$ cat src/dcs_pkg.sv
// Shared types, constants and helper functions of the decayed cluster statistics block.
`timescale 1ns / 1ps
package dcs_pkg;

  localparam int SAMPLE_BITS_DEF = 16;
  localparam int FRAC_BITS_DEF   = 16;
  localparam int DECAY_FRAC      = 16;
  localparam logic [16:0] DECAY_ONE = 17'd65536;

  typedef enum logic [2:0] {
    T_IDLE,
    T_WGT,
    T_START,
    T_LANE,
    T_SQRT,
    T_SQW,
    T_OUT
  } top_state_t;

  typedef enum logic [3:0] {
    L_IDLE,
    L_DIV_STEP,
    L_CENTER,
    L_DIFF,
    L_TERM,
    L_TSAT,
    L_DECAY,
    L_SUM,
    L_RAD_GO,
    L_DIV_RAD,
    L_FINISH
  } lane_state_t;

  typedef struct packed {
    logic start;
    logic first;
  } lane_cmd_t;

  function automatic logic signed [31:0] sat_s32(input logic signed [63:0] v);
    if (v > 64'sd2147483647) begin
      return 32'sh7FFFFFFF;
    end else if (v < -64'sd2147483648) begin
      return 32'sh80000000;
    end else begin
      return v[31:0];
    end
  endfunction

endpackage

$ cat src/dcs_div.sv
// Radix-4 restoring divider giving floor(num * 2^F / den) for den of at least 1.0.
`timescale 1ns / 1ps
module dcs_div #(
  parameter int FRAC_BITS = dcs_pkg::FRAC_BITS_DEF
) (
  input  logic        clk,
  input  logic        rst_n,
  input  logic        start,
  input  logic [62:0] num,
  input  logic [31:0] den,
  output logic        done,
  output logic [62:0] quo
);
  import dcs_pkg::*;

  localparam int DW = 63 + FRAC_BITS;

  logic [DW-1:0] dvd;
  logic [31:0]   rem_r, rem_nxt;
  logic [63:0]   sh_r, sh_nxt;
  logic [31:0]   den_r;
  logic [4:0]    cnt_r;
  logic          busy_r, done_r;

  assign dvd  = {num, {FRAC_BITS{1'b0}}};
  assign done = done_r;
  assign quo  = sh_r[62:0];

  // Two quotient bits a cycle; the remainder always stays below the divisor.
  always_comb begin
    logic [32:0] t;
    rem_nxt = rem_r;
    sh_nxt  = sh_r;
    for (int k = 0; k < 2; k++) begin
      t      = {rem_nxt, sh_nxt[63]};
      sh_nxt = {sh_nxt[62:0], 1'b0};
      if (t >= {1'b0, den_r}) begin
        rem_nxt   = 32'(t - {1'b0, den_r});
        sh_nxt[0] = 1'b1;
      end else begin
        rem_nxt = t[31:0];
      end
    end
  end

  always_ff @(posedge clk) begin
    if (!rst_n) begin
      busy_r <= 1'b0;
      done_r <= 1'b0;
      cnt_r  <= '0;
    end else begin
      done_r <= 1'b0;
      if (start) begin
        busy_r <= 1'b1;
        cnt_r  <= '0;
        rem_r  <= 32'(dvd >> 64);
        sh_r   <= dvd[63:0];
        den_r  <= den;
      end else if (busy_r) begin
        rem_r <= rem_nxt;
        sh_r  <= sh_nxt;
        cnt_r <= cnt_r + 5'd1;
        if (cnt_r == 5'd31) begin
          busy_r <= 1'b0;
          done_r <= 1'b1;
        end
      end
    end
  end

endmodule

$ cat src/dcs_lane.sv
// One coordinate lane: centre move, decayed spread update and spread over weight.
`timescale 1ns / 1ps
module dcs_lane #(
  parameter int SAMPLE_BITS = dcs_pkg::SAMPLE_BITS_DEF,
  parameter int FRAC_BITS   = dcs_pkg::FRAC_BITS_DEF
) (
  input  logic                    clk,
  input  logic                    rst_n,
  input  dcs_pkg::lane_cmd_t      cmd,
  input  logic [SAMPLE_BITS-1:0]  sample,
  input  logic [31:0]             weight,
  input  logic [16:0]             decay,
  output logic                    done,
  output logic signed [31:0]      center,
  output logic [62:0]             spread,
  output logic [62:0]             rad_quo
);
  import dcs_pkg::*;

  lane_state_t state_r, state_nxt;

  logic signed [31:0] center_r;
  logic [62:0]        spread_r, term_r, rad_quo_r;
  logic signed [63:0] sf_r;
  logic [63:0]        mag_r;
  logic               neg_r;
  logic [63:0]        a_r, b_r;
  logic [127:0]       acc_r;
  logic [1:0]         cnt_r;

  logic signed [63:0] s64, sf, c64, delta, newc, d_new;
  logic [63:0]        mag, step, an;
  logic               div_start, div_done, same_sign;
  logic [62:0]        div_num, div_quo;
  logic [31:0]        ap, bp;
  logic [63:0]        prod;
  logic [127:0]       part;
  logic [63:0]        dv;

  assign s64   = {{(64-SAMPLE_BITS){sample[SAMPLE_BITS-1]}}, sample};
  assign sf    = s64 <<< FRAC_BITS;
  assign c64   = {{32{center_r[31]}}, center_r};
  assign delta = sf - c64;
  assign mag   = delta[63] ? 64'(-delta) : delta;
  assign step  = ({1'b0, div_quo} < mag_r) ? {1'b0, div_quo} : mag_r;
  assign newc  = neg_r ? c64 - $signed(step) : c64 + $signed(step);
  assign d_new = sf_r - c64;
  assign an    = d_new[63] ? 64'(-d_new) : d_new;
  // The old and new offsets from the sample share a sign, or one of them is zero.
  assign same_sign = (!neg_r && !d_new[63]) ||
                     ((neg_r || mag_r == 64'd0) && (d_new[63] || d_new == 64'sd0));

  assign ap   = cnt_r[1] ? a_r[63:32] : a_r[31:0];
  assign bp   = cnt_r[0] ? b_r[63:32] : b_r[31:0];
  assign prod = ap * bp;
  always_comb begin
    case (cnt_r)
      2'd0:    part = {64'd0, prod};
      2'd3:    part = {prod, 64'd0};
      default: part = {32'd0, prod, 32'd0};
    endcase
  end

  assign dv      = {1'b0, acc_r[62+DECAY_FRAC:DECAY_FRAC]} + {1'b0, term_r};
  assign div_num = (state_r == L_RAD_GO) ? spread_r : mag[62:0];

  dcs_div #(.FRAC_BITS(FRAC_BITS)) u_div (
    .clk   (clk),
    .rst_n (rst_n),
    .start (div_start),
    .num   (div_num),
    .den   (weight),
    .done  (div_done),
    .quo   (div_quo)
  );

  always_comb begin
    state_nxt = state_r;
    div_start = 1'b0;
    done      = 1'b0;
    case (state_r)
      L_IDLE: begin
        if (cmd.start) begin
          if (cmd.first) begin
            state_nxt = L_RAD_GO;
          end else begin
            div_start = 1'b1;
            state_nxt = L_DIV_STEP;
          end
        end
      end
      L_DIV_STEP: if (div_done) state_nxt = L_CENTER;
      L_CENTER:   state_nxt = L_DIFF;
      L_DIFF:     state_nxt = L_TERM;
      L_TERM:     if (cnt_r == 2'd3) state_nxt = L_TSAT;
      L_TSAT:     state_nxt = L_DECAY;
      L_DECAY:    if (cnt_r == 2'd3) state_nxt = L_SUM;
      L_SUM:      state_nxt = L_RAD_GO;
      L_RAD_GO: begin
        div_start = 1'b1;
        state_nxt = L_DIV_RAD;
      end
      L_DIV_RAD:  if (div_done) state_nxt = L_FINISH;
      L_FINISH: begin
        done      = 1'b1;
        state_nxt = L_IDLE;
      end
      default:    state_nxt = L_IDLE;
    endcase
  end

  always_ff @(posedge clk) begin
    if (!rst_n) begin
      state_r  <= L_IDLE;
      center_r <= '0;
      spread_r <= '0;
      cnt_r    <= '0;
    end else begin
      state_r <= state_nxt;
      case (state_r)
        L_IDLE: begin
          if (cmd.start) begin
            if (cmd.first) begin
              center_r <= sat_s32(sf);
            end
            sf_r  <= sf;
            mag_r <= mag;
            neg_r <= delta[63];
          end
        end
        L_CENTER: center_r <= sat_s32(newc);
        L_DIFF: begin
          a_r   <= same_sign ? mag_r : 64'd0;
          b_r   <= same_sign ? an : 64'd0;
          acc_r <= '0;
          cnt_r <= '0;
        end
        L_TERM, L_DECAY: begin
          acc_r <= acc_r + part;
          cnt_r <= cnt_r + 2'd1;
        end
        L_TSAT: begin
          term_r <= (|acc_r[127:63+FRAC_BITS]) ? {63{1'b1}} : acc_r[62+FRAC_BITS:FRAC_BITS];
          a_r    <= {1'b0, spread_r};
          b_r    <= {47'd0, decay};
          acc_r  <= '0;
          cnt_r  <= '0;
        end
        L_SUM:     spread_r <= dv[63] ? {63{1'b1}} : dv[62:0];
        L_DIV_RAD: if (div_done) rad_quo_r <= div_quo;
        default: ;
      endcase
    end
  end

  assign center  = center_r;
  assign spread  = spread_r;
  assign rad_quo = rad_quo_r;

endmodule

$ cat config.mk
export PLATFORM = sky130hd
export DESIGN_NAME = dcs_lane
export DESIGN_NICKNAME = d
export VERILOG_FILES = /design/src/dcs_pkg.sv /design/src/dcs_div.sv /design/src/dcs_lane.sv
export SDC_FILE = /design/constraint.sdc
export NUM_CORES = 2
export LEC_CHECK = 0
export ABC_AREA = 0
export ABC_CLOCK_PERIOD_IN_PS = 17300
export BUFFER_PORTS_ARGS = -buffer_cell sky130_fd_sc_hd__buf_2
export CAP_MARGIN = 5
export CORE_MARGIN = 2
export CORE_UTILIZATION = 65
export DETAILED_ROUTE_END_ITERATION = 7
export PLACE_DENSITY = 0.9
export SYNTH_ARGS = -nofsm -noshare
export SYNTH_HDL_FRONTEND = slang
export SYNTH_SLANG_ARGS = --single-unit
export TNS_END_PERCENT = 1
$ cat constraint.sdc
create_clock -name clk -period 17.3 [get_ports clk]
set_input_delay 5.19 -clock clk [delete_from_list [all_inputs] [get_ports clk]]
set_output_delay 5.19 -clock clk [all_outputs]
set_load 0.05 [all_outputs]
==> reports/results.tsv <==
metric	value	unit
critPathCaptureType	register	
grt_pass1_wl	458	mm
hold_class	reg2reg	
num_rows	133	
seq_power_share	20.5	%
fmax	68.6	MHz
hpwl	237	mm
rsz0062_at_grt	false	
core_area	131000	um2
rrSetupSlack	2730	ps
rr_endpoint	acc_r[122]	
avgViaCountPerCell	6.66	
route.detailed.drc	6	
reg2reg_depth	44	
path_clk_slew	60	ps
async_flop_share	0	%
worstSetupPathType	reg2reg	
cp.arrival	15050	ps
startpoint_type	register	
place_area	88900	um2
topRoutingLayerUsed	met5	
gp_congestion	1.08	
vias	76500	
nets	11300	
ios	228	
cp_top_family	adder cells	
drive_gt1_share	7.27	%
drv_cap	0	
max-clock-path-buffers	3	
synth_edf_count	591	
crit_start	cnt_r[0]	
drt-initial-drc-count	10700	
ctsHtreeMaxLevel	3	
ys_ff_latch	699	
cts_root_buf	clkbuf_16	
crit_buf_inv	6	
final_util	69.8	%
die_h	367	um
yosysSeqAreaShare	23.2	%
cts_resized	0	
path_depth	44	
gr-usage-all-layers	44.9	%
holdWs	519	ps
antenna_left	0	
period_share	84.2	%
pwr-share-comb	62.7	%
leakage	41.4	nW
start_util	65.4	%
setup_viol	0	
slowest_delay	860	ps
violations	DRC	
gr-total-overflow	0	
clock_sinks	699	
antenna_found_initial	20	
ir_worst_vdd	0.217	mV
clock_skew	81.3	ps
final.min_clock_period	14570	ps
cp_max_fo	44	
dr_wl_met2	130	mm
post_cts_buffers	0	
syn_area	85900	um2
grt_pass1_vias	75300	
power.total	10.7	mW
die_x	367	um
postCtsHoldBufs	0	
p_sw	5.20	mW
syn_area_per_cell	8.95	um2
pwr-share-clk	16.8	%
fin_tns_setup	0	ps
cts_tree	built	
yosysWarnings	0	
switching_share	48.4	%
power.density	117	nW/um2
syn_inst	9592	
wire_per_inst	26.7	um
outcome	complete, but fails checks	
drtPass1Iterations	8	
slew_violations	0	
p_int	5.54	mW
cp_common_cell	fa_1	
crit_end	acc_r[122]	
met3WireLength	45.0	mm
slowest_stage	dfxtp_4	
hold_viol	0	
clkLatencyLatePin	760	ps
r2r-start	cnt_r[0]	
syn_to_final_growth	6.79	%
cts_buffers	82	
tightest_slew	1430	ps
port_buffers	227	
synth_cell_types	106	
ys.flop_type	edfxtp_1	
met1_length	108	mm
fin_area	91700	um2
routed_wl	306	mm
critical_path_required	17780	ps
maxSlewHeadroom	4.11	%
fp.dieArea	135000	um2
grt_max_degree	82	
worst reg2reg max path: cells and delay by family (launching register included):
| family | cells | cell delay [ps] |
|---|---|---|
| muxes | 1 | 760 |
| xor gates and xnor gates | 2 | 670 |
| adders and majority gates | 10 | 5060 |
| buffers and inverters | 6 | 870 |
| and+or+nand+nor | 6 | 1360 |
| DFF | 1 | 860 |
| AOI/OAI and AO/OA | 19 | 4770 |
final cells by class:
class	instances	area, um2
Antenna cell	18	45.0
Clock buffer	102	2260
Clock inverter	51	505
Fill cell	9900	39600
Inverter	1221	4580
Multi-Input combinational cell	7308	60200
Sequential cell	699	19900
Tap cell	1755	2200
Timing Repair Buffer	335	1950
cells by family after synthesis:
kind of cell / Yosys count / synth area share (%)
AOI/OAI and AO/OA: 1963 / 14.7
xor gates and xnor gates: 491 / 5.02
adders and majority gates: 1589 / 31.0
buffers and inverters: 1646 / 7.27
DFF: 699 / 23.2
muxes: 270 / 3.30
other: 1 / 0.00437
and+or+nand+nor: 2933 / 15.5
power groups by stage:
stage	registers, mW	logic, mW	clock network (mW)
2_1_floorplan	2.19	4.52	0
6_report	2.20	6.73	1.81
4_1_cts	2.19	6.48	1.80
5_1_grt	2.20	7.15	1.86
3_3_place_gp	2.22	6.28	0
3_5_place_dp	2.23	6.41	0
per-stage QoR:
| stage | std cells | worst slack, ps |
|---|---|---|
| floorplan | 9653 | 4910 |
| global placement | 11300 | 3350 |
| detailed placement | 11300 | 3020 |
| CTS | 11500 | 2960 |
| global route | 11500 | 2030 |
| finish | 11500 | 2730 |
state kept, by name (all words and copies together), names as in the netlist, 63 cells and up:
| signal | flops |
|---|---|
| acc_r | 128 |
| b_r | 64 |
| spread | 63 |
| mag_r | 64 |
| term_r | 63 |
| rad_quo | 63 |
| a_r | 64 |
| u_div.sh_r | 64 |
cells in the final DEF (no fill, tap or decap), drive strengths merged, types with 37 or more instances in the layout:
cell | netlist | layout
inv | 1221 | 1231
nor2 | 1050 | 1050
nand2 | 941 | 941
fa | 901 | 901
ha | 688 | 688
edfxtp | 591 | 591
a21oi | 569 | 569
o21ai | 450 | 450
buf | 61 | 335
xnor2 | 264 | 264
a21o | 255 | 255
xor2 | 226 | 226
mux2i | 175 | 175
nand3 | 145 | 145
nor3 | 130 | 130
nand2b | 120 | 120
dfxtp | 108 | 108
clkbuf | 364 | 102
nand4 | 101 | 101
and2 | 99 | 99
mux2 | 95 | 95
o21bai | 86 | 86
and3 | 85 | 85
o21a | 65 | 65
nor2b | 65 | 65
a31oi | 64 | 64
conb | 1 | 62
a22o | 56 | 56
nor4 | 54 | 54
o211ai | 48 | 48
a211oi | 43 | 43
o31ai | 43 | 43
a22oi | 37 | 37
cells in the mapped netlist (18+ instances only):
| master | instances | area, um2 |
|---|---|---|
| o211ai_1 | 48 | 360 |
| a22oi_1 | 37 | 278 |
| a22o_1 | 56 | 490 |
| o21a_1 | 65 | 488 |
| mux2i_1 | 174 | 1740 |
| nand2_1 | 941 | 3530 |
| mux2_2 | 95 | 1070 |
| or4_1 | 23 | 173 |
| xnor2_1 | 264 | 2310 |
| nor3_1 | 128 | 641 |
| buf_1 | 30 | 113 |
| nor2_1 | 1049 | 3940 |
| and2_1 | 97 | 607 |
| or3_1 | 32 | 200 |
| ha_1 | 688 | 8610 |
| o21ai_1 | 19 | 95.1 |
| o21ai_0 | 431 | 2160 |
| nor4_1 | 53 | 332 |
| nand2b_1 | 120 | 751 |
| fa_1 | 901 | 18000 |
| o21bai_1 | 86 | 646 |
| buf_2 | 26 | 130 |
| nand4_1 | 101 | 632 |
| a21oi_1 | 567 | 2840 |
| or2_2 | 18 | 113 |
| a21o_1 | 255 | 1910 |
| edfxtp_1 | 591 | 17700 |
| o31ai_1 | 40 | 300 |
| nor2b_1 | 64 | 400 |
| dfxtp_1 | 108 | 2160 |
| nand3_1 | 143 | 716 |
| inv_1 | 1220 | 4580 |
| a211o_1 | 19 | 166 |
| a31oi_1 | 64 | 400 |
| a221o_1 | 18 | 180 |
| clkbuf_1 | 364 | 1370 |
| a211oi_1 | 43 | 323 |
| and3_1 | 85 | 532 |
| xor2_1 | 226 | 1980 |
| a21boi_0 | 30 | 225 |
layer usage:
layer	track usage, %	up-vias
li1	-	32600
met1	56.9	36600
met2	66.1	5904
met3	15.4	1365
met4	27.6	22
met5	0.712	-
how the worst min path moves through the flow:
stage                    from              to  slack [ps]  cells past startpoint
2_1_floorplan       center[0]        mag_r[0]         430                      0
3_3_place_gp   u_div.cnt_r[4]  u_div.cnt_r[4]         480                      2
3_5_place_dp   u_div.cnt_r[4]  u_div.cnt_r[4]         500                      2
4_1_cts        u_div.cnt_r[4]  u_div.cnt_r[4]         510                      2
5_1_grt        u_div.sh_r[62]     rad_quo[62]         560                      0
6_report       u_div.cnt_r[4]  u_div.cnt_r[4]         520                      2
Note: power is estimated with default switching activity, not from simulation.
