==> config.mk <==
export PLATFORM = sky130hd
export DESIGN_NAME = dcs_sqrt
export DESIGN_NICKNAME = d
export VERILOG_FILES = /design/src/dcs_pkg.sv /design/src/dcs_sqrt.sv
export SDC_FILE = /design/constraint.sdc
export NUM_CORES = 1
export LEC_CHECK = 0
export ABC_AREA = 0
export BUFFER_PORTS_ARGS = -buffer_cell sky130_fd_sc_hd__buf_2
export CELL_PAD_IN_SITES_DETAIL_PLACEMENT = 2
export CELL_PAD_IN_SITES_GLOBAL_PLACEMENT = 2
export CORE_MARGIN = 2
export CORE_UTILIZATION = 35
export CTS_CLUSTER_DIAMETER = 40
export CTS_CLUSTER_SIZE = 8
export DETAILED_ROUTE_END_ITERATION = 10
export PLACE_DENSITY = 0.76
export SKIP_LAST_GASP = 1
export SLEW_MARGIN = 20
export SYNTH_ARGS = -nofsm -noshare
export SYNTH_HDL_FRONTEND = slang
export SYNTH_SLANG_ARGS = --single-unit
==> constraint.sdc <==
create_clock -name clk -period 7.8 [get_ports clk]
set_input_delay 0.78 -clock clk [delete_from_list [all_inputs] [get_ports clk]]
set_output_delay 0.78 -clock clk [all_outputs]
set_load 0.005 [all_outputs]
==> src/dcs_pkg.sv <==
// Shared types, constants and helper functions of the decayed cluster statistics block.
`timescale 1ns / 1ps
package dcs_pkg;

  localparam int SAMPLE_BITS_DEF = 16;
  localparam int FRAC_BITS_DEF   = 16;
  localparam int DECAY_FRAC      = 16;
  localparam logic [16:0] DECAY_ONE = 17'd65536;

  typedef enum logic [2:0] {
    T_IDLE,
    T_WGT,
    T_START,
    T_LANE,
    T_SQRT,
    T_SQW,
    T_OUT
  } top_state_t;

  typedef enum logic [3:0] {
    L_IDLE,
    L_DIV_STEP,
    L_CENTER,
    L_DIFF,
    L_TERM,
    L_TSAT,
    L_DECAY,
    L_SUM,
    L_RAD_GO,
    L_DIV_RAD,
    L_FINISH
  } lane_state_t;

  typedef struct packed {
    logic start;
    logic first;
  } lane_cmd_t;

  function automatic logic signed [31:0] sat_s32(input logic signed [63:0] v);
    if (v > 64'sd2147483647) begin
      return 32'sh7FFFFFFF;
    end else if (v < -64'sd2147483648) begin
      return 32'sh80000000;
    end else begin
      return v[31:0];
    end
  endfunction

endpackage

==> src/dcs_sqrt.sv <==
// Digit-by-digit integer square root of a 64-bit radicand, one result bit a cycle.
`timescale 1ns / 1ps
module dcs_sqrt (
  input  logic        clk,
  input  logic        rst_n,
  input  logic        start,
  input  logic [63:0] radicand,
  output logic        done,
  output logic [31:0] root
);
  import dcs_pkg::*;

  logic [63:0] rad_r;
  logic [34:0] rem_r, r2, trial;
  logic [31:0] root_r;
  logic [4:0]  cnt_r;
  logic        busy_r, done_r;

  assign done  = done_r;
  assign root  = root_r;
  assign r2    = {rem_r[32:0], rad_r[63:62]};
  assign trial = {1'b0, root_r, 2'b01};

  always_ff @(posedge clk) begin
    if (!rst_n) begin
      busy_r <= 1'b0;
      done_r <= 1'b0;
      cnt_r  <= '0;
    end else begin
      done_r <= 1'b0;
      if (start) begin
        busy_r <= 1'b1;
        cnt_r  <= '0;
        rad_r  <= radicand;
        rem_r  <= '0;
        root_r <= '0;
      end else if (busy_r) begin
        rad_r <= {rad_r[61:0], 2'b00};
        if (r2 >= trial) begin
          rem_r  <= r2 - trial;
          root_r <= {root_r[30:0], 1'b1};
        end else begin
          rem_r  <= r2;
          root_r <= {root_r[30:0], 1'b0};
        end
        cnt_r <= cnt_r + 5'd1;
        if (cnt_r == 5'd31) begin
          busy_r <= 1'b0;
          done_r <= 1'b1;
        end
      end
    end
  end

endmodule

==> summary.txt, run 1 <==
Pwr
  – Pwr Total: 0.00219 W
  – Combinational share of power: 21.4%
  – Pleak: 3.58 nW
  – Net switching power figure: 0.000682 W
  – Cell Pwr Density: 244 nW/um^2
  – Net Sw Frac: 31.2%
  – VDD IR max: 0.000154 V
  – Int Power: 0.00151 W
  – Clock power frac: 37.6%
  – Flop pwr share: 41.1%

STA
  – Final critical-path share of the clock period: 46.2%
  – Final setup fails: 0
  – Slew Viols, Final: 0
  – Upper clock frequency limit: 278 MHz
  – Hold_ws: 0.519 ns
  – RSZ-0062 raised after global routing: false
  – Setup TNS: 0 ns
  – Fin crit period: 3.60 ns
  – Final Skew: 0.00986 ns
  – Slew Limit Headroom: 37.4%
  – Final hold violation count: 0
  – Worst-margin pin slew: 0.939 ns
  – Final WS setup: 4.20 ns

Clocking
  – CTS tree: yes
  – Post-CTS Setup Bufs: 0
  – Hold-fix buffers, CTS: 0
  – Clk slew on worst S/H paths: 0.07 ns
  – Max Root-Sink Buffers: 2
  – PostCTS Resize Cnt: 0
  – CTS H-tree lvls: 4
  – Root buf cell: clkbuf_16
  – Clk_lat worst skew: 0.43 ns
  – CTS sink count: 136
  – CTS buffer count: 17

Worst setup path
  – FF-to-FF Start: rem_r[20]$_SDFFCE_PP0P_
  – CP max stage cell: ha_1
  – Crit path launch: rem_r[20]$_SDFFCE_PP0P_
  – Crit end category: flop
  – R2R Setup Slk: 4.20 ns
  – Worst path bufs/invs: 3
  – Worst setup path endpoint: rem_r[30]$_SDFFCE_PP0P_
  – Most frequent CP cell: inv_2
  – Path depth of the worst reg2reg path: 11
  – CP Launch Type: flop
  – Max incr delay on CP: 0.59 ns
  – RR Endpoint: rem_r[30]$_SDFFCE_PP0P_
  – Worst endpoint data arrival time: 3.90 ns
  – Crit Path Category: reg2reg
  – Cell family with most CP delay: simple AND/OR/NAND/NOR gates
  – Worst EP required: 8.10 ns
  – CP Depth: 11
  – Maximum fanout along the worst path: 39
  – CP cell instances: ha_1, nand4_2, or4_1, or3_1, nand4b_2, a21oi_2, buf_4, inv_2, nand2_1, inv_2, a32o_1

Global routing
  – Vias in the first global route: 6,550
  – Global Route Usage Sum: 18.4%
  – Met2 Usage GRT: 32.3%
  – First-pass GRT wire length: 34,300 um
  – Met1 Resource Use GR: 22.4%
  – GRT busiest layer: met2
  – Grt ovf: 0
  – GRT met3 Usage: 5.35%
  – Initial antenna violation count: 1
  – Largest net degree at the start of global routing: 69

Floorplanning
  – Core area: 21,700 sq um
  – Die area: 23,200 sq um
  – FP Rows: 54
  – Die width: 152 um
  – Chip height: 152 um
  – I/O pin cnt: 100
  – Initial Utilization: 35.5%

Synth
  – Post-synthesis sequential area ratio: 52.1%
  – Number of synthesized register bits: 136
  – Post-synth cell types: 58
  – Synth Warn #: 0
  – Top FF cell, synth: edfxtp_1
  – Syn Area/Cell: 10.9 sq um
  – Post-Syn Instances: 705
  – Post-synth EDFFs: 129
  – Syn nets: 808
  – Mapped Area: 7700 sq um
  – Synth async-reset ratio: 0%

Routing
  – Post-route DRC: 0
  – Via Count: 5,716
  – Post-DR vias/cell: 5.29
  – Post-route ant nets: 0
  – Initial DRC count: 266
  – Total Wirelength: 20,800 um
  – Drt first pass iters: 5
  – WL per Instance: 19.3 um

Layout
  – Most frequent cells in the layout: 129 x edfxtp_1, 98 x buf_2, 97 x nor2_1, 63 x mux2_2, 52 x a21oi_1
  – Antenna Cells: 0
  – Area Overhead vs Synth: 16.5%
  – Commonest non-fill, non-tap cell in the layout: edfxtp_1
  – Fraction of layout cells with a size suffix above 1: 25.6%
  – Nets: 890

Place
  – Dpl hpwl: 14,900 um
  – GP Congestion: 0.835
  – Pre-CTS setup slack: 4.24 ns
  – Buffers added on ports: 99

Hold path
  – Worst Hold Class: reg2reg
  – Hold path depth: 2

Run status
  – Outcome: completed

Flow run
  – Max-cap violations: 0
registers in the layout, summed over array words and instances (netlist names):
name,flops
busy_r,1
cnt_r,5
done,1
rad_r,64
rem_r,33
root,32
how the worst min path moves through the flow:
| stage | endpoint | slack (ns) | from |
|---|---|---|---|
| 2_1_floorplan | cnt_r[4]$_SDFFE_PP0P_ | 0.47 | cnt_r[4]$_SDFFE_PP0P_ |
| 3_3_place_gp | cnt_r[4]$_SDFFE_PP0P_ | 0.48 | cnt_r[4]$_SDFFE_PP0P_ |
| 3_5_place_dp | cnt_r[3]$_SDFFE_PP0P_ | 0.51 | cnt_r[3]$_SDFFE_PP0P_ |
| 4_1_cts | cnt_r[3]$_SDFFE_PP0P_ | 0.52 | cnt_r[3]$_SDFFE_PP0P_ |
| 5_1_grt | rad_r[24]$_DFFE_PP_ | 0.57 | rad_r[22]$_DFFE_PP_ |
| 6_report | cnt_r[3]$_SDFFE_PP0P_ | 0.52 | cnt_r[3]$_SDFFE_PP0P_ |
power groups by stage:
stage          clock, W  sequential, W  combinational [W]
6_report       0.000822       0.000898           0.000467
4_1_cts        0.000843       0.000899           0.000473
5_1_grt        0.000870       0.000904           0.000522
3_3_place_gp          0       0.000911           0.000445
2_1_floorplan         0       0.000907           0.000341
3_5_place_dp          0       0.000914           0.000467
kinds of logic after synthesis:
group                      synth area share, %
adders and majority gates                 5.85
buffers and inverters                     4.79
and+or+nand+nor                           12.4
DFF                                       52.1
AOI/OAI and AO/OA                         11.3
muxes                                     10.5
xor gates and xnor gates                  3.07
cell type report:
class,instances,area [sq um]
tap,280,350
inverter,47,176
clock buffer,17,425
multi-input combinational,483,3330
timing repair buffer,102,520
sequential,136,4010
clock inverter,15,156
fill,2329,12700
per-layer routing:
layer  share of wire (%)  wire, um
met5                   0         0
met4                 1.1       238
met3                 4.9      1010
met2                  50     10500
met1                  44      9110
synthesized netlist by cell type, drive strengths merged, types with 6 or more instances:
cell	instances	area, sq um
nor2b	6	37.5
nor3	9	45.0
edfxtp	129	3870
nor2	97	364
ha	36	450
nand4	13	93.8
dfxtp	7	140
clkbuf	25	96.3
buf	14	96.3
inv	47	176
a21oi	53	269
mux2i	10	100
a21o	11	82.6
mux2	63	709
o21ai	30	150
nand3	15	75.1
xor2	12	105
nand2	38	143
xnor2	15	131
a31oi	9	56.3
metrics by stage:
step	cell area, sq um	instances	util, %
after floorplan	7700	705	-
after global placement	8390	1048	38.7
after global routing	8970	1080	41.4
after CTS	8970	1080	41.4
after detailed placement	8390	1048	38.7
final	8970	1080	41.4
tightest hold or removal path, cell delays in order (launching register included):
cell and delay (ns):
dfxtp_1 0.34, xor2_1 0.07, nor2_1 0.07
Note: power is estimated with default switching activity, not from simulation.
==> inputs of run 2 (changes only) <==
Settings changed: ABC_AREA 0 to 1, CORE_UTILIZATION 35 to 34, PLACE_DENSITY 0.76 to 0.82.
Clock period 7.8 ns to 3.5 ns, I/O delays scaled along.
==> run 2 against run 1 <==
Worst hold slack worse by 0.35 ns. Area after synthesis is 15% higher. Utilization is 0.88 points lower. Worst setup slack worse by 3.5 ns. Die area is 18% higher. Critical path depth is 3 higher. Synthesized cell count is 69% higher. Sequential share of layout area is 5.6 points lower. Largest power group unchanged.
==> summary.txt, run 2 <==
Run status
  – Outcome: completed

STA
  – Final hold violation count: 0 (unchanged)
  – RSZ-0062 raised after global routing: false
  – Final critical-path share of the clock period: 81.1% (+35 points)
  – Slew Limit Headroom: 51.0% (+14 points)
  – Fin crit period: 2.84 ns (-0.763 ns)
  – Setup TNS: 0 ns (unchanged)
  – Final Skew: 0.0114 ns (+0.00155 ns)
  – Slew Viols, Final: 0 (unchanged)
  – Final setup fails: 0 (unchanged)
  – Upper clock frequency limit: 352 MHz (+27%)
  – Worst-margin pin slew: 0.735 ns (-0.204 ns)

Pwr
  – Pleak: 5.35 nW (+49%)
  – Pwr Total: 0.00507 W (+130%)
  – VDD IR max: 0.000244 V (+58%)
  – Cell Pwr Density: 495 nW/um^2 (+100%)

Clocking
  – Post-CTS Setup Bufs: 0 (unchanged)
  – Max Root-Sink Buffers: 2 (unchanged)
  – CTS buffer count: 17 (unchanged)
  – CTS H-tree lvls: 4 (unchanged)
  – Hold-fix buffers, CTS: 0 (unchanged)
  – CTS sink count: 136 (unchanged)
  – Clk slew on worst S/H paths: 0.07 ns (about the same)
  – PostCTS Resize Cnt: 0 (unchanged)
  – Clk_lat worst skew: 0.44 ns (about the same)
  – CTS tree: yes
  – Root buf cell: clkbuf_16

Routing
  – Post-route DRC: 0 (unchanged)
  – WL per Instance: 17.2 um (-11%)
  – Drt first pass iters: 4 (-1)
  – Initial DRC count: 342 (+29%)
  – Via Count: 7,803 (+37%)
  – Total Wirelength: 28,100 um (+35%)
  – Post-route ant nets: 0 (unchanged)
  – Post-DR vias/cell: 4.78 (-9.7%)

Worst setup path
  – Crit end category: flop
  – R2R Setup Slk: 0.66 ns (-3.54 ns)
  – Worst endpoint data arrival time: 3.04 ns (-0.86 ns)
  – CP Launch Type: flop
  – Worst EP required: 3.70 ns (-4.40 ns)
  – Crit Path Category: reg2reg
  – Maximum fanout along the worst path: 25 (-36%)

Synth
  – Post-Syn Instances: 1,194 (+69%)
  – Syn Area/Cell: 7.40 sq um (-32%)
  – Most frequent cell after synthesis: nand2_1
  – Post-synth cell types: 38 (-34%)
  – Area leader, netlist: edfxtp_1
  – Post-synthesis sequential area ratio: 45.4% (-6.7 points)
  – Post-synth EDFFs: 129 (unchanged)
  – Top cells by area, synth: edfxtp_1 44%, nand2_1 22%, inv_1 8.5%
  – Synth async-reset ratio: 0% (unchanged)
  – Top FF cell, synth: edfxtp_1
  – Number of synthesized register bits: 136 (unchanged)
  – Yosys top cell area share: 43.9% (-6.4 points)
  – Mapped Area: 8830 sq um (+15%)
  – Syn nets: 1,297 (+61%)
  – Synth Warn #: 0 (unchanged)
  – Most instantiated cells after synthesis: 507 x nand2_1, 201 x inv_1, 136 x nor2_1

Layout
  – Area Overhead vs Synth: 16.1%
  – Most frequent cells in the layout: 507 x nand2_1, 201 x inv_1, 136 x nor2_1, 129 x edfxtp_1, 98 x buf_2
  – Nets: 1,392 (+56%)
  – Max FFs per register: 64 (unchanged)
  – Antenna Cells: 0 (unchanged)
  – Sequential Area: 4010 sq um (unchanged)
  – Area occupied by multi-input gates: 3870 sq um (+16%)
  – Commonest non-fill, non-tap cell in the layout: nand2_1
  – Fraction of layout cells with a size suffix above 1: 15.1% (-11 points)
  – Fill cells: 3,006 (+29%)
  – Most flop-heavy register: rad_r

Floorplanning
  – Initial Utilization: 34.9% (-0.64 points)
  – Core area: 25,300 sq um (+17%)
  – Die width: 165 um (+8.4%)
  – FP Rows: 58 (+7.4%)
  – I/O pin cnt: 100 (unchanged)
  – Die area: 27,300 sq um (+18%)
  – Chip height: 165 um (+8.4%)

Flow run
  – Max-cap violations: 0 (unchanged)

Global routing
  – Vias in the first global route: 8,590 (+31%)
  – Largest net degree at the start of global routing: 71 (+2.9%)
  – Grt ovf: 0 (unchanged)
  – First-pass GRT wire length: 45,600 um (+33%)
  – Initial antenna violation count: 1 (unchanged)
  – Global Route Usage Sum: 22.0% (+3.5 points)

Place
  – Buffers added on ports: 99 (unchanged)
  – GP Congestion: 0.887 (+6.3%)
  – Dpl hpwl: 21,200 um (+43%)

Hold path
  – Worst Hold Class: in2reg
==> run 2: through the flow <==
stage / setup WS, ns / util (%) / instance area [sq um] / hold WS [ns] / std cells
6_report: 0.660 / 40.5 / 10200 / 0.174 / 1632
5_1_grt: 0.511 / 40.5 / 10200 / 0.165 / 1632
4_1_cts: 0.635 / 40.5 / 10200 / 0.160 / 1632
3_5_place_dp: 0.675 / 38.2 / 9670 / 0.491 / 1600
3_3_place_gp: 0.765 / 38.2 / 9670 / 0.458 / 1600
2_1_floorplan: 0.795 / - / 8830 / 0.445 / 1194
==> run 2: power by group <==
group / internal [W] / switching, W / leakage [nW] / total [W]
sequential: 0.00194 / 0.0000542 / 1.31 / 0.00199
combinational: 0.000383 / 0.000837 / 3.75 / 0.00122
clock: 0.00101 / 0.000855 / 0.283 / 0.00186
==> run 2: layout make-up <==
| type | count | share of cell area, % |
|---|---|---|
| Sequential cell | 136 | 39.2 |
| Clock inverter | 15 | 1.53 |
| Timing Repair Buffer | 104 | 5.59 |
| Tap cell | 330 | 4.03 |
| Multi-Input combinational cell | 818 | 37.8 |
| Inverter | 212 | 7.76 |
| Clock buffer | 17 | 4.15 |
==> run 2: logic make-up (layout without fill, tap and decap cells) <==
| logic type | count (synthesis) | in the layout | share of synthesized area [%] |
|---|---|---|---|
| AOI/OAI and AO/OA | 21 | 21 | 1.44 |
| xor gates and xnor gates | 15 | 15 | 1.49 |
| adders and majority gates | 36 | 36 | 5.10 |
| buffers and inverters | 240 | 348 | 10.8 |
| DFF | 136 | 136 | 45.4 |
| and+or+nand+nor | 746 | 746 | 35.7 |
==> run 2: final timing paths <==
path                               start                      end  depth (start not counted)
setup / recovery  root[20]$_SDFFCE_PP0P_  rem_r[21]$_SDFFCE_PP0P_                         14
hold / removal               radicand[1]   rad_r[1]$_SDFFCE_PN0P_                          3
setup reg to reg  root[20]$_SDFFCE_PP0P_  rem_r[21]$_SDFFCE_PP0P_                         14
hold reg to reg    cnt_r[4]$_SDFFE_PP0P_    cnt_r[4]$_SDFFE_PP0P_                          2
==> run 2: layer usage <==
layer  vias to the layer above  share of wire (%)  track usage, %
met2                       126                 50            39.1
li1                       3840                  -               -
met1                      3802                 45            27.3
met3                        33                3.0            3.50
met5                         -              0.039               0
met4                         2                1.9            6.76
==> run 2: critical path, cell delays in order (launching register included) <==
cell and delay (ns):
edfxtp_1 0.39, inv_1 0.09, ha_1 0.38, nand2_1 0.16, inv_1 0.06, nand2_1 0.06
nand2_1 0.07, nand2_1 0.09, nand2_1 0.12, nand2_2 0.11, nand3_4 0.09, nor2_8 0.45
nand2_8 0.23, nor2_1 0.17, nor2_1 0.08
